File: src/hw/rtl/key_dbn_pkg.sv
`timescale 1ns / 1ps
package key_dbn_pkg;

   localparam int KEY_COUNT_DEF = 4;
   localparam int PIN_W         = 4;
   localparam int KEY_IDX_W     = 2;
   localparam int DEB_W         = 8;
   localparam int HOLD_W        = 16;
   localparam int CSR_ADDR_W    = 1;
   localparam int CSR_DATA_W    = 16;
   localparam int REQ_DATA_W    = 8;
   localparam int RSP_DATA_W    = 8;

   localparam logic [DEB_W-1:0]  DEB_RST  = DEB_W'(2);
   localparam logic [HOLD_W-1:0] LONG_RST = HOLD_W'(100);

   localparam logic [CSR_ADDR_W-1:0] CSR_DEBOUNCE = 1'b0;
   localparam logic [CSR_ADDR_W-1:0] CSR_LONG     = 1'b1;

   localparam logic OP_TICK = 1'b0;
   localparam logic OP_POLL = 1'b1;

   localparam logic [1:0] MODE_RELEASED = 2'd0;
   localparam logic [1:0] MODE_DEBOUNCE = 2'd1;
   localparam logic [1:0] MODE_PRESSED  = 2'd2;
   localparam logic [1:0] MODE_LONG     = 2'd3;

   typedef struct packed {
      logic tick;
      logic down;
      logic clr_short;
      logic clr_long;
   } lane_ctl_type;

   typedef struct packed {
      logic short_pend;
      logic long_pend;
   } lane_sts_type;

   typedef struct packed {
      logic                 long_press;
      logic [KEY_IDX_W-1:0] key_index;
      logic                 has_event;
   } rsp_item_type;

endpackage

File: src/hw/rtl/key_dbn_lane.sv
`timescale 1ns / 1ps
module key_dbn_lane
   import key_dbn_pkg::*;
(
   input  logic              clock,
   input  logic              reset,
   input  logic [DEB_W-1:0]  debounce_ticks,
   input  logic [HOLD_W-1:0] long_press_ticks,
   input  lane_ctl_type      ctl,
   output lane_sts_type      sts
);

   logic [1:0]        mode_ff, mode_in;
   logic [HOLD_W-1:0] count_ff, count_in;
   logic              short_ff, short_in;
   logic              long_ff, long_in;
   logic [HOLD_W-1:0] bumped;

   assign bumped = (count_ff == {HOLD_W{1'b1}}) ? count_ff : count_ff + HOLD_W'(1);

   always_comb begin
      mode_in  = mode_ff;
      count_in = count_ff;
      short_in = short_ff & ~ctl.clr_short;
      long_in  = long_ff & ~ctl.clr_long;
      if (ctl.tick) begin
         case (mode_ff)
            MODE_RELEASED: begin
               if (ctl.down) begin
                  mode_in  = MODE_DEBOUNCE;
                  count_in = '0;
               end
            end
            MODE_DEBOUNCE: begin
               if (ctl.down) begin
                  count_in = bumped;
                  if (bumped >= {{(HOLD_W-DEB_W){1'b0}}, debounce_ticks}) begin
                     mode_in  = MODE_PRESSED;
                     count_in = '0;
                  end
               end else begin
                  mode_in = MODE_RELEASED;
               end
            end
            MODE_PRESSED: begin
               if (!ctl.down) begin
                  short_in = 1'b1;
                  mode_in  = MODE_RELEASED;
               end else begin
                  count_in = bumped;
                  if (bumped >= long_press_ticks) begin
                     mode_in = MODE_LONG;
                  end
               end
            end
            default: begin
               if (!ctl.down) begin
                  long_in = 1'b1;
                  mode_in = MODE_RELEASED;
               end
            end
         endcase
      end
   end

   always_ff @(posedge clock) begin
      if (reset) begin
         mode_ff  <= MODE_RELEASED;
         count_ff <= '0;
         short_ff <= 1'b0;
         long_ff  <= 1'b0;
      end else begin
         mode_ff  <= mode_in;
         count_ff <= count_in;
         short_ff <= short_in;
         long_ff  <= long_in;
      end
   end

   assign sts.short_pend = short_ff;
   assign sts.long_pend  = long_ff;

endmodule

File: src/hw/rtl/key_dbn_pick.sv
`timescale 1ns / 1ps
module key_dbn_pick
   import key_dbn_pkg::*;
#(
   parameter int KEY_COUNT = KEY_COUNT_DEF
) (
   input  logic                 poll,
   input  lane_sts_type         sts [KEY_COUNT],
   output rsp_item_type         item,
   output logic [KEY_COUNT-1:0] clr_short,
   output logic [KEY_COUNT-1:0] clr_long
);

   logic                 found_long;
   logic                 found_short;
   logic [KEY_IDX_W-1:0] idx_long;
   logic [KEY_IDX_W-1:0] idx_short;
   logic [KEY_COUNT-1:0] hot_long;
   logic [KEY_COUNT-1:0] hot_short;

   // lowest index wins: scan downward, last hit stays
   always_comb begin
      found_long  = 1'b0;
      found_short = 1'b0;
      idx_long    = '0;
      idx_short   = '0;
      hot_long    = '0;
      hot_short   = '0;
      for (int k = KEY_COUNT - 1; k >= 0; k--) begin
         if (sts[k].long_pend) begin
            found_long  = 1'b1;
            idx_long    = KEY_IDX_W'(k);
            hot_long    = '0;
            hot_long[k] = 1'b1;
         end
         if (sts[k].short_pend) begin
            found_short  = 1'b1;
            idx_short    = KEY_IDX_W'(k);
            hot_short    = '0;
            hot_short[k] = 1'b1;
         end
      end
   end

   always_comb begin
      item      = '0;
      clr_long  = '0;
      clr_short = '0;
      if (found_long) begin
         item.has_event  = 1'b1;
         item.key_index  = idx_long;
         item.long_press = 1'b1;
         clr_long        = poll ? hot_long : '0;
      end else if (found_short) begin
         item.has_event  = 1'b1;
         item.key_index  = idx_short;
         clr_short       = poll ? hot_short : '0;
      end
   end

endmodule

File: src/hw/rtl/key_debounce_short_long_press_core.sv
`timescale 1ns / 1ps
// Debouncer for KEY_COUNT active-low keys with short and long press detection. Each request
// transaction is either a tick (tuser = 0) that samples the pin levels in tdata[3:0], or a poll
// (tuser = 1) that returns one response with the highest-priority stored event and clears it:
// long presses before short ones, lowest key first. Ticks give no response. One request is
// taken every cycle while req_tready is high; a poll's response is valid the cycle after
// acceptance unless an earlier response still waits. Responses pass through an output register
// and one skid entry, so req_tready drops only while both hold undelivered responses. Write
// debounce_ticks (index 0) and long_press_ticks (index 1) only while the block is idle.
module key_debounce_short_long_press_core
   import key_dbn_pkg::*;
#(
   parameter int KEY_COUNT = KEY_COUNT_DEF
) (
   input  logic                  clock,
   input  logic                  reset,
   input  logic                  req_tvalid,
   output logic                  req_tready,
   input  logic [REQ_DATA_W-1:0] req_tdata,  // [3:0] pin_levels, [7:4] zero
   input  logic                  req_tuser,  // [0] op
   output logic                  rsp_tvalid,
   input  logic                  rsp_tready,
   output logic [RSP_DATA_W-1:0] rsp_tdata,  // [0] has_event, [2:1] key_index, [3] long_press
   input  logic                  csr_we,
   input  logic [CSR_ADDR_W-1:0] csr_addr,
   input  logic [CSR_DATA_W-1:0] csr_wdata
);

   logic [DEB_W-1:0]  deb_ff;
   logic [HOLD_W-1:0] long_ff;

   always_ff @(posedge clock) begin
      if (reset) begin
         deb_ff  <= DEB_RST;
         long_ff <= LONG_RST;
      end else if (csr_we) begin
         case (csr_addr)
            CSR_DEBOUNCE: deb_ff  <= csr_wdata[DEB_W-1:0];
            CSR_LONG:     long_ff <= csr_wdata[HOLD_W-1:0];
            default:      ;
         endcase
      end
   end

   logic accept, tick, poll, pop;
   assign accept = req_tvalid & req_tready;
   assign tick   = accept & (req_tuser == OP_TICK);
   assign poll   = accept & (req_tuser == OP_POLL);

   lane_ctl_type         ctl [KEY_COUNT];
   lane_sts_type         sts [KEY_COUNT];
   logic [KEY_COUNT-1:0] clr_short, clr_long;
   rsp_item_type         pick_item;

   for (genvar k = 0; k < KEY_COUNT; k++) begin : g_lane
      logic down;
      if (k < PIN_W) begin : g_pin
         assign down = ~req_tdata[k];
      end else begin : g_nopin
         assign down = 1'b1;
      end

      assign ctl[k].tick      = tick;
      assign ctl[k].down      = down;
      assign ctl[k].clr_short = clr_short[k];
      assign ctl[k].clr_long  = clr_long[k];

      key_dbn_lane u_lane (
         .clock            (clock),
         .reset            (reset),
         .debounce_ticks   (deb_ff),
         .long_press_ticks (long_ff),
         .ctl              (ctl[k]),
         .sts              (sts[k])
      );
   end

   key_dbn_pick #(
      .KEY_COUNT (KEY_COUNT)
   ) u_pick (
      .poll      (poll),
      .sts       (sts),
      .item      (pick_item),
      .clr_short (clr_short),
      .clr_long  (clr_long)
   );

   logic         out_vld_ff, out_vld_in;
   logic         skid_vld_ff, skid_vld_in;
   rsp_item_type out_ff, out_in;
   rsp_item_type skid_ff, skid_in;

   assign pop        = out_vld_ff & rsp_tready;
   assign req_tready = ~skid_vld_ff;

   always_comb begin
      out_vld_in  = out_vld_ff;
      skid_vld_in = skid_vld_ff;
      out_in      = out_ff;
      skid_in     = skid_ff;
      if (!out_vld_ff || pop) begin
         if (skid_vld_ff) begin
            out_in      = skid_ff;
            out_vld_in  = 1'b1;
            skid_in     = pick_item;
            skid_vld_in = poll;
         end else begin
            out_in     = pick_item;
            out_vld_in = poll;
         end
      end else if (poll) begin
         skid_in     = pick_item;
         skid_vld_in = 1'b1;
      end
   end

   always_ff @(posedge clock) begin
      if (reset) begin
         out_vld_ff  <= 1'b0;
         skid_vld_ff <= 1'b0;
      end else begin
         out_vld_ff  <= out_vld_in;
         skid_vld_ff <= skid_vld_in;
      end
      out_ff  <= out_in;
      skid_ff <= skid_in;
   end

   assign rsp_tvalid = out_vld_ff;
   assign rsp_tdata  = {{(RSP_DATA_W - KEY_IDX_W - 2){1'b0}},
                        out_ff.long_press, out_ff.key_index, out_ff.has_event};

   a_skid_implies_out: assert property (@(posedge clock) disable iff (reset)
      skid_vld_ff |-> out_vld_ff)
      else $error("skid entry holds a response while output register is empty");

   a_tick_no_rsp: assert property (@(posedge clock) disable iff (reset)
      (tick && !out_vld_ff && !skid_vld_ff) |=> !out_vld_ff)
      else $error("tick produced a response");

   a_poll_rsp: assert property (@(posedge clock) disable iff (reset)
      (poll && !out_vld_ff) |=> out_vld_ff)
      else $error("poll lost its response");

   a_one_clear: assert property (@(posedge clock) disable iff (reset)
      $countones({clr_short, clr_long}) <= 1)
      else $error("poll cleared more than one pending flag");

   a_clear_only_on_poll: assert property (@(posedge clock) disable iff (reset)
      ((|clr_short) || (|clr_long)) |-> (poll && pick_item.has_event))
      else $error("pending flag cleared outside a reporting poll");

endmodule
File: config.mk
export PLATFORM = sky130hd
export DESIGN_NAME = key_debounce_short_long_press_core
export DESIGN_NICKNAME = d
export VERILOG_FILES = /design/src/hw/rtl/key_dbn_pkg.sv /design/src/hw/rtl/key_dbn_lane.sv /design/src/hw/rtl/key_dbn_pick.sv /design/src/hw/rtl/key_debounce_short_long_press_core.sv
export SDC_FILE = /design/constraint.sdc
export NUM_CORES = 1
export LEC_CHECK = 0
export ABC_CLOCK_PERIOD_IN_PS = 4900
export BUFFER_PORTS_ARGS = -buffer_cell sky130_fd_sc_hd__buf_4
export CELL_PAD_IN_SITES_DETAIL_PLACEMENT = 0
export CELL_PAD_IN_SITES_GLOBAL_PLACEMENT = 1
export CORE_UTILIZATION = 48
export DETAILED_ROUTE_END_ITERATION = 8
export GPL_ROUTABILITY_DRIVEN = 1
export PLACE_DENSITY_LB_ADDON = 0.1
export SLEW_MARGIN = 10
export SYNTH_ARGS = -nofsm -noshare
export SYNTH_HDL_FRONTEND = slang
export SYNTH_HIERARCHICAL = 1
export SYNTH_SLANG_ARGS = --single-unit
File: constraint.sdc
create_clock -name clock -period 4.9 [get_ports clock]
set_input_delay 0.245 -clock clock [delete_from_list [all_inputs] [get_ports clock]]
set_output_delay 0.245 -clock clock [all_outputs]
set_load 0.005 [all_outputs]
==> results.json <==
{
  "status": "finished, final reports clean",
  "hold_viol": 0,
  "crit_top_cell": "nor2_1",
  "slew_headroom_pct": 31.9,
  "drv_cap": 0,
  "yosys_warnings": 6,
  "ys_types": 89,
  "place_area_um2": 9770,
  "cts.sinks": 114,
  "port_buffers": 32,
  "drtAntennaViolNets": 0,
  "path_class": "reg2reg",
  "synth-edff-count": 8,
  "ys_seq_elements": 114,
  "worstPathMaxFanout": 9,
  "io_pins": 41,
  "finClkSkew_ns": 0.00921,
  "slew_viol_final": 0,
  "timing.critical_path.required_ns": 5.24,
  "syn-cell-area_um2": 9580,
  "h-tree-depth": 4,
  "post-route-drc-count": 0,
  "layout_common_cells": "inv_1, nand2_1, ha_1",
  "track_usage_pct": 25.3,
  "dp_hpwl_um": 18000,
  "crit_chain": "ha_1 -> nand4_2 -> or4_1 -> nand2_1 -> nor2_1 -> xor2_1 -> ha_1 -> nand2_1 -> nor2_1 -> a2111oi_0 -> nand4b_2 -> o31ai_4 -> buf_4 -> a32oi_1 -> nor2_1",
  "hp-class": "in2reg",
  "vias_per_cell": 5.62,
  "nets": 1338,
  "grt-ovfl-total": 0,
  "n_antenna_cell": 0,
  "numCtsBuffers": 17,
  "die_w_um": 143,
  "grt_pass1_wl_um": 40100,
  "postCtsHoldBufs": 0,
  "dr.pass1.iters": 4,
  "power.density_nw_per_um2": 253,
  "cts-resized-gates": 0,
  "yosysSeqAreaShare_pct": 24.7,
  "synthCells": 1191,
  "start_util_pct": 49.1,
  "synth_area_per_cell_um2": 8.04,
  "drive_above_1_share_pct": 13.3,
  "cts_tree": "built",
  "stdcell_area_um2": 10500,
  "die_height_um": 143,
  "placementRows": 51,
  "drt-total-wl_um": 24800,
  "rsz0062_at_grt": "false",
  "cts_buffer_depth": 2,
  "drtIter0Drc": 368,
  "r2r_slack_ns": 0.64,
  "gp_congestion": 0.855,
  "setup-tns-final_ns": 0,
  "synthFlopType": "dfxtp_1",
  "worst_setup_path_start_kind": "flop",
  "slowest_delay_ns": 0.60,
  "cp-end-kind": "flop",
  "tightest_slew_ns": 1.02,
  "critPathSlowestCell": "or4_1",
  "antenna_found_initial": 0,
  "cp.arrival_ns": 4.60,
  "grt_max_degree": 79,
  "post_cts_buffers": 0,
  "fill_cells": 1964,
  "clkTransAtPathRegs_ns": 0.06,
  "post-route-period-util_pct": 87.0,
  "clock_latency_ns": 0.42,
  "synthArstFlopShare_pct": 0,
  "p_leak_nw": 4.28,
  "finalSetupViolations": 0,
  "grt_pass1_vias": 7618,
  "syn2layout_area_growth_pct": 9.09,
  "dieArea_um2": 20500,
  "vdd_drop_max_uv": 201,
  "vias": 8285,
  "fin_crit_ns": 4.26,
  "cts-root-buf": "clkbuf_16",
  "core_area_um2": 19500,
  "avgRoutedWirePerCell_um": 16.8,
  "max_freq_ghz": 0.235
}
-- area by class of cell --
| cell class | instances | area [um2] | area share (%) |
|---|---|---|---|
| Clock buffer | 25 | 537 | 5.14 |
| Clock inverter | 7 | 139 | 1.33 |
| Inverter | 128 | 480 | 4.60 |
| Multi-Input combinational cell | 890 | 6270 | 60.0 |
| Sequential cell | 114 | 2360 | 22.6 |
| Tap cell | 265 | 332 | 3.17 |
| Timing Repair Buffer | 44 | 330 | 3.16 |
-- state kept, by name, summed over array words and instances (netlist names) --
register and cells:
deb_ff 8, g_lane.u_lane/count_ff 64, g_lane.u_lane/long_ff 4, g_lane.u_lane/mode_ff 8, g_lane.u_lane/short_ff 4, long_ff 16
rsp_tdata 4, rsp_tvalid 1, skid_ff 4, skid_vld_ff 1
-- through the flow --
step,hold WS (ns),utilization [%],setup slack [ns],instances,power (W)
final,0.0445,53.5,0.639,1473,0.00265
after CTS,0.0298,53.5,0.690,1473,0.00267
after detailed placement,0.474,50.1,0.684,1441,0.00124
after global routing,0.0427,53.5,0.346,1473,0.00275
after floorplan,0.366,-,1.16,1194,0.00116
after global placement,0.468,50.1,0.753,1441,0.00124
-- worst max-delay path: cells and delay by family (launching register included) --
| kind | cells | cell delay (ns) |
|---|---|---|
| DFF | 1 | 0.45 |
| adders and majority gates | 2 | 0.58 |
| AOI/OAI and AO/OA | 3 | 1.01 |
| xor gates and xnor gates | 1 | 0.27 |
| buffers and inverters | 1 | 0.25 |
| and+or+nand+nor | 8 | 1.62 |
-- final timing paths --
path         cells after the start                             to                          start
min reg2reg                      2  g_lane[1].u_lane/count_ff[14]  g_lane[1].u_lane/count_ff[14]
max                             15   g_lane[2].u_lane/count_ff[9]   g_lane[2].u_lane/count_ff[0]
min                              3                      deb_ff[1]                   csr_wdata[1]
max reg2reg                     15   g_lane[2].u_lane/count_ff[9]   g_lane[2].u_lane/count_ff[0]
-- power by group --
| group | leakage, nW | switching [W] | internal (W) |
|---|---|---|---|
| registers | 0.942 | 0.0000308 | 0.000953 |
| clock network | 0.331 | 0.000464 | 0.000964 |
| logic | 3.01 | 0.000142 | 0.0000917 |
-- logic make-up (layout without fill, tap and decap cells) --
| group | count (synthesis) | after routing | share of synthesized area (%) |
|---|---|---|---|
| and+or+nand+nor | 460 | 460 | 25.7 |
| AOI/OAI and AO/OA | 249 | 249 | 18.4 |
| buffers and inverters | 190 | 204 | 10.1 |
| DFF | 114 | 114 | 24.7 |
| adders and majority gates | 113 | 113 | 14.7 |
| xor gates and xnor gates | 43 | 43 | 3.93 |
| muxes | 21 | 21 | 2.48 |
| other | 1 | 4 | 0.0391 |
-- synth_stat cells, types with 8 or more instances --
library cell | instances | area, um2
nor3b_1 | 8 | 60.1
buf_4 | 19 | 143
nand2b_1 | 10 | 62.6
nor3_1 | 37 | 185
a2111oi_0 | 8 | 70.1
ha_1 | 112 | 1400
and3_1 | 15 | 93.8
xor2_1 | 14 | 123
nand3_1 | 25 | 125
nor2b_1 | 16 | 100
nand2_1 | 128 | 480
mux2_2 | 9 | 101
nor2_1 | 111 | 417
buf_2 | 12 | 60.1
edfxtp_1 | 8 | 240
a32oi_1 | 29 | 254
nor4_1 | 13 | 81.3
o31ai_1 | 9 | 67.6
inv_1 | 128 | 480
a22oi_1 | 12 | 90.1
mux2i_1 | 8 | 80.1
xnor2_1 | 29 | 254
o21ai_0 | 34 | 170
dfxtp_1 | 106 | 2120
a21oi_2 | 13 | 114
buf_6 | 11 | 124
nand4_1 | 29 | 181
clkbuf_1 | 11 | 41.3
a21oi_1 | 79 | 395
-- layer usage --
| metal | vias to the layer above | GRT usage, % | share of wire, % |
|---|---|---|---|
| met5 | - | 0 | 0 |
| met1 | 3904 | 33.6 | 49 |
| met3 | 23 | 3.96 | 2.5 |
| met4 | 0 | 6.61 | 1.8 |
| met2 | 110 | 42.5 | 47 |
| li1 | 4248 | - | - |
No activity file was read; power rests on OpenSTA's default activity.
